==> src/tbag_pkg.sv <==
// Shared types and constants of the tile blit address generator.
`default_nettype none
package tbag_pkg;

  // Geometry of the tile grid and the plane.
  localparam int TILE_SIZE  = 16;
  localparam int ROW_PIXELS = 288;
  localparam int TILE_ROWS  = 15;

  // Width of the signed bit offsets; holds every offset the input ranges can produce.
  localparam int OFF_W  = 20;
  localparam int ADDR_W = 24;

  // Byte distance from the first to the last row of a tile, plus one word.
  localparam int DESC_ADJ = ROW_PIXELS * (TILE_SIZE - 1) / 8 + 2;

  localparam logic [31:0] MASK_ASC  = 32'hffff0000;
  localparam logic [31:0] MASK_DESC = 32'h0000ffff;

  // Configuration register indexes.
  localparam logic REG_ROTATION = 1'b0;
  localparam logic REG_ZOOM     = 1'b1;

  typedef struct packed {
    logic signed [1:0] rotation_mode;
    logic signed [1:0] zoom_mode;
  } mode_cfg_t;

  typedef struct packed {
    logic [4:0]        tile_column;
    logic [3:0]        tile_row;
    logic [3:0]        shift_x;
    logic [3:0]        shift_y;
    logic [ADDR_W-1:0] source_base;
    logic [ADDR_W-1:0] dest_base;
  } tile_req_t;

  typedef struct packed {
    logic [ADDR_W-1:0] source_pointer;
    logic [ADDR_W-1:0] dest_pointer;
    logic [15:0]       control_word;
    logic              descending;
    logic [15:0]       first_word_mask;
    logic [15:0]       last_word_mask;
  } blit_cmd_t;

endpackage
`default_nettype wire

==> src/tile_blit_address_generator_top.sv <==
// Top level of the tile blit address generator: request and result registers around the command logic.
// Each accepted tile request yields exactly one blit command. The request is held in the request
// register while the single combinational stage between the two registers computes its command,
// and the command is then loaded into the result register, from which it is valid on the result
// port; a stalled result register holds the request in the request register. A new request is
// taken in every cycle while results are consumed. When the result register is stalled, the request
// register still fills once, so one further request is taken before in_tready drops. Rotation and
// zoom modes are written through the APB-style port at byte addresses 0 and 4 and take effect for
// requests computed after the write.
`default_nettype none
module tile_blit_address_generator_top (
  input  wire logic         clk,
  input  wire logic         rst_n,
  // Configuration port
  input  wire logic         cfg_psel,
  input  wire logic         cfg_penable,
  input  wire logic         cfg_pwrite,
  input  wire logic [2:0]   cfg_paddr,
  input  wire logic [31:0]  cfg_pwdata,
  output logic      [31:0]  cfg_prdata,
  output logic              cfg_pready,
  // Tile requests
  input  wire logic         in_tvalid,
  output logic              in_tready,
  // tile_column[4:0], tile_row[8:5], shift_x[12:9], shift_y[16:13],
  // source_base[40:17], dest_base[64:41], zero[71:65]
  input  wire logic [71:0]  in_tdata,
  // Blit commands
  output logic              out_tvalid,
  input  wire logic         out_tready,
  // source_pointer[23:0], dest_pointer[47:24], control_word[63:48], descending[64],
  // first_word_mask[80:65], last_word_mask[96:81], zero[103:97]
  output logic      [103:0] out_tdata
);

  tbag_pkg::mode_cfg_t mode_cfg;
  tbag_pkg::tile_req_t req_r, req_nxt;
  tbag_pkg::blit_cmd_t cmd, cmd_r;
  logic                req_valid_r, req_valid_nxt;
  logic                out_valid_r, out_valid_nxt;
  logic                out_open;
  logic                advance;
  logic                in_fire;

  tbag_regs u_regs (
    .clk         (clk),
    .rst_n       (rst_n),
    .cfg_psel    (cfg_psel),
    .cfg_penable (cfg_penable),
    .cfg_pwrite  (cfg_pwrite),
    .cfg_paddr   (cfg_paddr),
    .cfg_pwdata  (cfg_pwdata),
    .cfg_prdata  (cfg_prdata),
    .cfg_pready  (cfg_pready),
    .mode_cfg    (mode_cfg)
  );

  tbag_cmd_logic u_cmd (
    .req      (req_r),
    .mode_cfg (mode_cfg),
    .cmd      (cmd)
  );

  assign out_open  = !out_valid_r || out_tready;
  assign advance   = req_valid_r && out_open;
  assign in_tready = !req_valid_r || out_open;
  assign in_fire   = in_tvalid && in_tready;

  always_comb begin
    req_nxt.tile_column = in_tdata[4:0];
    req_nxt.tile_row    = in_tdata[8:5];
    req_nxt.shift_x     = in_tdata[12:9];
    req_nxt.shift_y     = in_tdata[16:13];
    req_nxt.source_base = in_tdata[40:17];
    req_nxt.dest_base   = in_tdata[64:41];

    req_valid_nxt = in_fire || (req_valid_r && !advance);
    out_valid_nxt = advance || (out_valid_r && !out_tready);
  end

  always_ff @(posedge clk) begin
    if (!rst_n) begin
      req_valid_r <= 1'b0;
      out_valid_r <= 1'b0;
    end else begin
      req_valid_r <= req_valid_nxt;
      out_valid_r <= out_valid_nxt;
    end
  end

  always_ff @(posedge clk) begin
    if (in_fire) begin
      req_r <= req_nxt;
    end
    if (advance) begin
      cmd_r <= cmd;
    end
  end

  assign out_tvalid = out_valid_r;
  assign out_tdata  = {7'b0, cmd_r.last_word_mask, cmd_r.first_word_mask, cmd_r.descending,
                       cmd_r.control_word, cmd_r.dest_pointer, cmd_r.source_pointer};

  // A request moving into the result stage must show up as a valid result.
  a_advance_to_out: assert property (@(posedge clk) disable iff (!rst_n)
    advance |=> out_tvalid)
    else $error("request advanced but no result became valid");

  // The descending flag and its copy in the control word must agree.
  a_desc_ctrl: assert property (@(posedge clk) disable iff (!rst_n)
    out_tvalid |-> (out_tdata[64] == out_tdata[49]))
    else $error("descending flag disagrees with control word");

  // Only the shift magnitude and the descending bit may be set in the control word.
  a_ctrl_spare: assert property (@(posedge clk) disable iff (!rst_n)
    out_tvalid |-> (out_tdata[59:50] == 10'b0 && out_tdata[48] == 1'b0))
    else $error("spare control word bits set");

  // The rotated mask always covers exactly half of the two words.
  a_mask_half: assert property (@(posedge clk) disable iff (!rst_n)
    out_tvalid |-> ($countones(out_tdata[96:65]) == 16))
    else $error("word masks do not cover sixteen bits");

  // A full request register with a stalled result must hold off new requests.
  a_backpressure: assert property (@(posedge clk) disable iff (!rst_n)
    (req_valid_r && out_valid_r && !out_tready) |-> !in_tready)
    else $error("request accepted while both stages are full");

endmodule
`default_nettype wire

==> src/tbag_regs.sv <==
// Configuration registers of the tile blit address generator behind an APB-style port.
`default_nettype none
module tbag_regs (
  input  wire logic              clk,
  input  wire logic              rst_n,
  input  wire logic              cfg_psel,
  input  wire logic              cfg_penable,
  input  wire logic              cfg_pwrite,
  input  wire logic [2:0]        cfg_paddr,
  input  wire logic [31:0]       cfg_pwdata,
  output logic      [31:0]       cfg_prdata,
  output logic                   cfg_pready,
  output tbag_pkg::mode_cfg_t    mode_cfg
);

  tbag_pkg::mode_cfg_t mode_r;
  tbag_pkg::mode_cfg_t mode_nxt;
  logic                wr_en;
  logic                reg_sel;

  assign cfg_pready = 1'b1;
  assign wr_en      = cfg_psel & cfg_penable & cfg_pwrite & cfg_pready;
  assign reg_sel    = cfg_paddr[2];

  always_comb begin
    mode_nxt = mode_r;
    if (wr_en) begin
      case (reg_sel)
        tbag_pkg::REG_ROTATION: mode_nxt.rotation_mode = cfg_pwdata[1:0];
        tbag_pkg::REG_ZOOM:     mode_nxt.zoom_mode     = cfg_pwdata[1:0];
        default:                mode_nxt = mode_r;
      endcase
    end
  end

  always_ff @(posedge clk) begin
    if (!rst_n) begin
      mode_r.rotation_mode <= 2'sb01;
      mode_r.zoom_mode     <= 2'sb01;
    end else begin
      mode_r <= mode_nxt;
    end
  end

  always_comb begin
    case (reg_sel)
      tbag_pkg::REG_ROTATION: cfg_prdata = {30'b0, mode_r.rotation_mode};
      tbag_pkg::REG_ZOOM:     cfg_prdata = {30'b0, mode_r.zoom_mode};
      default:                cfg_prdata = 32'b0;
    endcase
  end

  assign mode_cfg = mode_r;

endmodule
`default_nettype wire

==> src/tbag_cmd_logic.sv <==
// Combinational computation of one tile's blit command from its position and shift.
`default_nettype none
module tbag_cmd_logic (
  input  wire tbag_pkg::tile_req_t req,
  input  wire tbag_pkg::mode_cfg_t mode_cfg,
  output tbag_pkg::blit_cmd_t      cmd
);

  localparam int OW = tbag_pkg::OFF_W;
  localparam int AW = tbag_pkg::ADDR_W;

  logic signed [OW-1:0] col_e, row_e, shx_e, shy_e;
  logic signed [OW-1:0] dx, dy, xo, yo;
  logic signed [OW-1:0] sx_rot, sy_rot, sx, sy;
  logic signed [OW-1:0] shift_off, soff, doff, sq, dq;
  logic        [AW-1:0] sp_base, dp_base, adj;
  logic        [3:0]    sbit, dbit, mag;
  logic                 desc;
  logic        [31:0]   mask;
  logic        [63:0]   mask_dbl;
  logic        [31:0]   mask_rot;

  always_comb begin
    col_e = OW'(req.tile_column);
    row_e = OW'(req.tile_row);
    shx_e = OW'(req.shift_x);
    shy_e = OW'(req.shift_y);

    dx = OW'(col_e * tbag_pkg::TILE_SIZE);
    dy = OW'(row_e * tbag_pkg::TILE_SIZE);
    xo = col_e - OW'(tbag_pkg::TILE_SIZE / 2);
    yo = OW'(tbag_pkg::TILE_ROWS - tbag_pkg::TILE_SIZE / 2) - row_e;

    // A negative register value of either code acts as minus one.
    if (mode_cfg.rotation_mode[1]) begin
      sx_rot = dx - yo;
      sy_rot = dy - xo;
    end else if (mode_cfg.rotation_mode[0]) begin
      sx_rot = dx + yo;
      sy_rot = dy + xo;
    end else begin
      sx_rot = dx;
      sy_rot = dy;
    end

    if (mode_cfg.zoom_mode[1]) begin
      sx = sx_rot + xo;
      sy = sy_rot - yo;
    end else if (mode_cfg.zoom_mode[0]) begin
      sx = sx_rot - xo;
      sy = sy_rot + yo;
    end else begin
      sx = sx_rot;
      sy = sy_rot;
    end

    shift_off = OW'(shy_e * tbag_pkg::ROW_PIXELS) + shx_e;
    soff      = OW'(sy * tbag_pkg::ROW_PIXELS) + sx + shift_off;
    doff      = OW'(dy * tbag_pkg::ROW_PIXELS) + dx + shift_off;

    // Arithmetic shift gives the byte offset rounded toward minus infinity.
    sq = (soff >>> 3) & ~OW'(1);
    dq = (doff >>> 3) & ~OW'(1);
    sp_base = req.source_base + AW'(sq);
    dp_base = req.dest_base + AW'(dq);

    sbit = soff[3:0];
    dbit = doff[3:0];
    desc = dbit < sbit;
    mag  = desc ? (sbit - dbit) : (dbit - sbit);
    adj  = AW'(tbag_pkg::DESC_ADJ);

    mask     = desc ? tbag_pkg::MASK_DESC : tbag_pkg::MASK_ASC;
    mask_dbl = {mask, mask} >> dbit;
    mask_rot = mask_dbl[31:0];

    cmd.source_pointer  = desc ? (sp_base + adj) : sp_base;
    cmd.dest_pointer    = desc ? (dp_base + adj) : dp_base;
    cmd.control_word    = {mag, 10'b0, desc, 1'b0};
    cmd.descending      = desc;
    cmd.first_word_mask = mask_rot[31:16];
    cmd.last_word_mask  = mask_rot[15:0];
  end

endmodule
`default_nettype wire
==> config.mk <==
export PLATFORM = sky130hd
export DESIGN_NAME = tile_blit_address_generator_top
export DESIGN_NICKNAME = d
export VERILOG_FILES = /design/src/tbag_pkg.sv /design/src/tile_blit_address_generator_top.sv /design/src/tbag_regs.sv /design/src/tbag_cmd_logic.sv
export SDC_FILE = /design/constraint.sdc
export NUM_CORES = 1
export LEC_CHECK = 0
export ABC_AREA = 1
export BUFFER_PORTS_ARGS = -buffer_cell sky130_fd_sc_hd__buf_2
export CAP_MARGIN = 20
export CORE_AREA = 5 5 215 217
export DETAILED_ROUTE_END_ITERATION = 12
export DIE_AREA = 0 0 220 222
export SYNTH_ARGS = -nofsm -noshare
export SYNTH_HDL_FRONTEND = slang
export SYNTH_HIERARCHICAL = 1
export SYNTH_SLANG_ARGS = --single-unit
==> constraint.sdc <==
create_clock -name clk -period 10.5 [get_ports clk]
set_input_delay 1.05 -clock clk [delete_from_list [all_inputs] [get_ports clk]]
set_output_delay 1.05 -clock clk [all_outputs]
set_load 0.005 [all_outputs]
# After elaboration in Yosys (flattened, before gate mapping)
# Index checks and enable logic that the tools add are counted.
dict set report classes {
  multipliers 3
  n_shift 1
  reduce_logical 14
  n_addsub 21
  muxes 13
  n_bitwise 3
  order_cmp 1
}
# op n
set op_table {}
lappend op_table {{$mux W20} 8}
lappend op_table {{$add A20 B20 Y20} 5}
lappend op_table {{$pmux W32 S2} 1}
lappend op_table {{$shr A64 B4 Y32} 1}
lappend op_table {{$add A24 B10 Y24 const B} 2}
lappend op_table {{$add A24 B24 Y24} 2}
lappend op_table {{$mux W24} 2}
lappend op_table {{$sub A20 B20 Y20} 2}
lappend op_table {{$mux W32} 1}
lappend op_table {{$add A10 B20 Y20} 1}
lappend op_table {{$add A20 B10 Y20} 1}
lappend op_table {{$add A20 B5 Y20} 1}
lappend op_table {{$add A9 B20 Y20} 1}
lappend op_table {{$mul A20 B5 Y15 const B} 1}
lappend op_table {{$sub A10 B20 Y20} 1}
lappend op_table {{$sub A9 B20 Y20} 1}
lappend op_table {{$mul A4 B4 Y8 const B} 2}
lappend op_table {{$sub A4 B4 Y4} 2}
lappend op_table {{$sub A5 B4 Y6 const B} 1}
lappend op_table {{$sub A3 B4 Y5 const A} 1}
lappend op_table {{$logic_and A1 B1 Y1} 4}
lappend op_table {{$logic_not A1 Y1} 4}
lappend op_table {{$logic_or A1 B1 Y1} 4}
lappend op_table {{$lt A4 B4 Y1} 1}
lappend op_table {{other kinds (4)} 6}
dict set report word_totals {
  wordCells 72
  register_bits 157
  output_inout_bits 139
}

# Logic depth before layout (Yosys ltp)
dict set report logic_depth {
  depth_word 13
  ltp_mapped 59
  ltp_nobuf 58
}

# Hierarchy
# Netlist, hierarchy kept.
# mod n_inst seq_area_each_um2 cells_per_inst area_per_inst_um2
set by_module_without_submodules {}
lappend by_module_without_submodules {tbag_cmd_logic 1 0.0 1593 9750.6}
lappend by_module_without_submodules {tile_blit_address_generator_top 1 4904.7 183 5016.1}
lappend by_module_without_submodules {tbag_regs 1 80.1 65 446.7}

# Worst setup path before layout
# OpenSTA, ideal clock, no wires.
dict set report synth_path {
  path_kind {flip-flop to flip-flop}
  from {register req_r[63] (netlist bit)}
  to {register cmd_r, in the netlist out_tdata[23] (data pin)}
  path_stages_with_launch 53
  period_less_slack_ns 8.497
  required_time_ns 10.247
  slack_ns 2.003
  arrival_ns 8.244
  setup_ns 0.253
  cell_sequence {edfxtp_1 inv_1 ha_1 inv_1 ha_1 inv_1 a21oi_1 nand2_1 a21oi_1 o21ai_0 o211a_1 ha_1 clkbuf_2 inv_1 nand2_1 nor3_1 a21oi_1 xor2_1 (+17 left out) nand3_1 nand2_1 ha_1 nand2_1 inv_1 nand2_1 nor2_1 nand4_1 nand3_1 nand2_1 nand2_1 nand3_1 nor3_2 nand4_1 nand2_1 inv_1 nand3_1 nand2_1}
}
# item line_no
set synth_rtl {}
lappend synth_rtl {{start, declared} tile_blit_address_generator_top.sv:37} ;# tbag_pkg::tile_req_t req_r, req_nxt;
lappend synth_rtl {{start signal, assigned} tile_blit_address_generator_top.sv:93} ;# req_r <= req_nxt;
lappend synth_rtl {{end signal, assigned} tile_blit_address_generator_top.sv:96} ;# cmd_r <= cmd;
lappend synth_rtl {{end, declared} tile_blit_address_generator_top.sv:38} ;# tbag_pkg::blit_cmd_t cmd, cmd_r;

==> flow_results.xml <==
<?xml version="1.0" encoding="UTF-8"?>
<metrics>
  <group name="outcome">
    <metric name="outcome" unit="">complete, no violations</metric>
  </group>
  <group name="min_path">
    <metric name="hp-start" unit="">req_r[0]$_DFFE_PP_</metric>
    <metric name="hp-class" unit="">reg2reg</metric>
    <metric name="hold_path_depth" unit="">0</metric>
    <metric name="whs_endpoint" unit="">out_tdata[24]$_DFFE_PP_</metric>
  </group>
  <group name="global_route">
    <metric name="pin_count_of_the_biggest_net_entering_global_routing" unit="">79</metric>
    <metric name="vias_in_the_first_global_route" unit="">12210</metric>
    <metric name="grtUsageTotal" unit="">0.1546</metric>
    <metric name="globalRoute.totalOverflow" unit="">0</metric>
    <metric name="grt_first_pass_wirelength" unit="um">61550</metric>
    <metric name="antenna_violations_before_repair" unit="">0</metric>
  </group>
  <group name="route">
    <metric name="detail_route.drc_violations" unit="">0</metric>
    <metric name="via_per_inst" unit="">4.764</metric>
    <metric name="drt_first_pass_iters" unit="">5</metric>
    <metric name="detail_route.wirelength" unit="um">38030</metric>
    <metric name="dr_total_vias" unit="">12490</metric>
    <metric name="antenna_left" unit="">0</metric>
    <metric name="wire_per_inst" unit="um">14.50</metric>
    <metric name="detail_route.iter0.violations" unit="">775</metric>
  </group>
  <group name="cts">
    <metric name="root_buffer" unit="">clkbuf_16</metric>
    <metric name="cts_tree" unit="">built</metric>
    <metric name="cts_htree_levels" unit="">4</metric>
    <metric name="post-cts-setup-buffers" unit="">0</metric>
    <metric name="max-clock-path-buffers" unit="">2</metric>
    <metric name="cts_num_sinks" unit="">168</metric>
    <metric name="clk_pin_slew" unit="ns">0.07</metric>
    <metric name="cts_inserted_buffers" unit="">17</metric>
    <metric name="worstSkewPairLatency" unit="ns">0.45</metric>
  </group>
  <group name="yosys">
    <metric name="synth_area" unit="sq um">15210</metric>
    <metric name="seq_cells_post_synth" unit="">168</metric>
    <metric name="ys_seq_area_frac" unit="">0.3277</metric>
    <metric name="postSynthAreaPerCell" unit="sq um">8.264</metric>
    <metric name="synth.distinct_cells" unit="">62</metric>
    <metric name="count_of_flip_flops_with_a_built_in_enable_after_synthesis" unit="">162</metric>
    <metric name="synth_warnings" unit="">6</metric>
    <metric name="synthCells" unit="">1841</metric>
    <metric name="asyncSetResetFlopFracSynth" unit="">0</metric>
    <metric name="yosys_most_used_dff" unit="">edfxtp_1</metric>
  </group>
  <group name="setup_path">
    <metric name="crit_arrival" unit="ns">9.78</metric>
    <metric name="r2r_cells" unit="">50</metric>
    <metric name="timing_worst_setup_path_type" unit="">reg2reg</metric>
    <metric name="r2r_start" unit="">req_r[64]$_DFFE_PP_</metric>
    <metric name="critical-path-max-stage-delay" unit="ns">0.48</metric>
    <metric name="critPathRequiredTime" unit="ns">10.70</metric>
    <metric name="path_max_fanout" unit="">9</metric>
    <metric name="critPathSlowestCell" unit="">fa_1</metric>
    <metric name="critical_path_launch_point_type" unit="">register</metric>
    <metric name="worst_path_most_repeated_cell" unit="">nand2_1</metric>
    <metric name="setup.reg_to_reg.worst_slack" unit="ns">0.92</metric>
    <metric name="critical_path.reg2reg.endpoint" unit="">out_tdata[23]$_DFFE_PP_</metric>
    <metric name="worst_setup_end_kind" unit="">register</metric>
  </group>
  <group name="placed_design">
    <metric name="port-buffer-count" unit="">175</metric>
    <metric name="routability_congestion" unit="">0.8828</metric>
    <metric name="placed_insts" unit="">2589</metric>
    <metric name="post_detail_place_hpwl" unit="um">30640</metric>
  </group>
  <group name="finish">
    <metric name="stdcell_count" unit="">2622</metric>
    <metric name="layout.filler_cells" unit="">4504</metric>
    <metric name="design.final.nets" unit="">2330</metric>
    <metric name="post_route_cells_drive_above_1_share" unit="">0.1449</metric>
    <metric name="areaGrowthSynthToFinish" unit="%">12.99</metric>
  </group>
  <group name="die">
    <metric name="die_width" unit="um">220</metric>
    <metric name="die-area" unit="sq um">48840</metric>
    <metric name="io-pin-count" unit="">253</metric>
    <metric name="overall_die_height" unit="um">222</metric>
    <metric name="core_area" unit="sq um">43930</metric>
    <metric name="placement_rows" unit="">77</metric>
    <metric name="initial_core_util" unit="">0.3463</metric>
  </group>
  <group name="sta">
    <metric name="period_share" unit="">0.9119</metric>
    <metric name="min_period" unit="ns">9.575</metric>
    <metric name="timing_worst_slew_pin_value" unit="ns">0.9764</metric>
    <metric name="grt_setup_unrepaired" unit="">no</metric>
    <metric name="slew_headroom" unit="">0.3476</metric>
    <metric name="maxSlewViolCount" unit="">0</metric>
    <metric name="finalClockSkew" unit="ns">0.02379</metric>
    <metric name="tns" unit="ns">0</metric>
    <metric name="finalSetupViolations" unit="">0</metric>
    <metric name="hold_violations" unit="">0</metric>
    <metric name="fmax" unit="MHz">104.4</metric>
  </group>
  <group name="run">
    <metric name="max-cap-violations" unit="">0</metric>
  </group>
</metrics>
registers in the layout, summed over array words and instances (netlist names):
name	flops
out_tdata	97
out_tvalid	1
req_r	65
req_valid_r	1
u_regs/mode_cfg	4
through the flow:
step	hold slack [ns]	area (sq um)	util	setup slack, ns
2_1_floorplan	0.4611	15380	-	2.003
3_3_place_gp	0.4024	16600	0.3778	1.057
3_5_place_dp	0.4062	16600	0.3778	0.9934
4_1_cts	0.4237	17180	0.3911	0.9155
5_1_grt	0.4388	17190	0.3912	0.05170
6_report	0.4229	17190	0.3913	0.9246
synthesized netlist by cell type, drive strengths merged, types with 3 or more instances:
| cell | number | share of area |
|---|---|---|
| xor2 | 99 | 0.060 |
| buf | 61 | 0.030 |
| o22ai | 6 | 0.0025 |
| fa | 22 | 0.029 |
| ha | 178 | 0.15 |
| a22oi | 3 | 0.0015 |
| xnor2 | 31 | 0.019 |
| clkinv | 3 | 0.00074 |
| o221ai | 4 | 0.0023 |
| o21ai | 109 | 0.039 |
| nor3 | 30 | 0.011 |
| o21bai | 6 | 0.0030 |
| a21o | 7 | 0.0035 |
| nand2 | 351 | 0.088 |
| a221oi | 7 | 0.0040 |
| clkbuf | 17 | 0.0044 |
| a31oi | 7 | 0.0029 |
| nand3b | 7 | 0.0035 |
| inv | 272 | 0.067 |
| conb | 4 | 0.00099 |
| o31ai | 5 | 0.0025 |
| a21boi | 3 | 0.0015 |
| edfxtp | 162 | 0.32 |
| dfxtp | 6 | 0.0079 |
| o211ai | 4 | 0.0020 |
| a21oi | 151 | 0.052 |
| nor2 | 139 | 0.038 |
| nand3 | 102 | 0.036 |
| nand4 | 23 | 0.011 |
| o221a | 3 | 0.0022 |
placed cells by master, fill, tap and decap left out, types with 4 or more instances in the layout:
cell type and n:
o21ai_2 5, clkinv_8 5, xnor2_1 29, nor3_1 28, a221oi_1 6, fa_1 22
nand3b_1 7, o21ai_0 95, nand3_2 6, inv_1 263, o21ai_1 7, xor2_1 93
edfxtp_1 162, ha_1 178, a21oi_1 142, buf_2 175, conb_1 49, a31oi_1 7
nor2_1 125, a21o_1 7, nand2_2 6, clkinv_1 4, o21bai_1 6, clkbuf_16 17
nand4_1 21, o22ai_1 6, buf_4 14, o221ai_1 4, o211ai_1 4, inv_6 5
dfxtp_1 6, nand3_1 96, inv_2 9, a21oi_2 7, o31ai_1 5, xor2_2 6
nand2_1 344, nor2_2 11
layer usage:
layer,vias to the layer above,wire length (um),track usage
met5,-,0,0
met3,35,1437,0.02062
met4,0,700,0.03906
met2,255,18450,0.2704
li1,6421,-,-
met1,5780,17440,0.2013
logic make-up after synthesis:
| kind of cell | count (synthesis) | synth area share |
|---|---|---|
| buf+inv | 353 | 0.1020 |
| other cells | 4 | 0.0009866 |
| xor+xnor | 130 | 0.07879 |
| mux | 2 | 0.001316 |
| fa+ha+maj | 200 | 0.1753 |
| simple gates | 658 | 0.1893 |
| compound gates | 326 | 0.1246 |
| flops | 168 | 0.3277 |
final cells by class:
| class | count | area, sq um | area share |
|---|---|---|---|
| multi-input cells | 1365 | 8864 | 0.5156 |
| inverters | 275 | 1032 | 0.06005 |
| flip-flops and latches | 168 | 4985 | 0.2900 |
| repair buffers | 189 | 980.9 | 0.05706 |
| clock inverters | 15 | 160.2 | 0.009317 |
| clock buffers | 17 | 425.4 | 0.02475 |
| diodes | 1 | 2.502 | 0.0001456 |
| well taps | 592 | 740.7 | 0.04309 |
worst max path at each step:
| stage | startpoint | end | cells past startpoint | slack, ns |
|---|---|---|---|---|
| after CTS | req_r[64]$_DFFE_PP_ | out_tdata[23]$_DFFE_PP_ | 53 | 0.92 |
| after global placement | req_r[64]$_DFFE_PP_ | out_tdata[23]$_DFFE_PP_ | 53 | 1.06 |
| after floorplan | req_r[63]$_DFFE_PP_ | out_tdata[23]$_DFFE_PP_ | 52 | 2.00 |
| after global routing | req_r[64]$_DFFE_PP_ | out_tdata[23]$_DFFE_PP_ | 53 | 0.05 |
| final | req_r[64]$_DFFE_PP_ | out_tdata[23]$_DFFE_PP_ | 50 | 0.92 |
| after detailed placement | req_r[64]$_DFFE_PP_ | out_tdata[23]$_DFFE_PP_ | 53 | 0.99 |
critical path: cells and delay by family (launching register included):
family          cells  cell delay, ns
compound gates     12            2.33
flops               1            0.47
xor+xnor            2            0.30
fa+ha+maj           8            2.84
buf+inv             7            0.62
simple gates       21            2.76
repair_timing:
| action | CTS | global route |
|---|---|---|
| resized for setup | 0 | 1 |
| hold buffers | 0 | 0 |
| setup endpoints to repair | 0 | 1 |
Power is not shown: default switching activity piles up to over one toggle a cycle in this logic, so the estimate is an artifact.
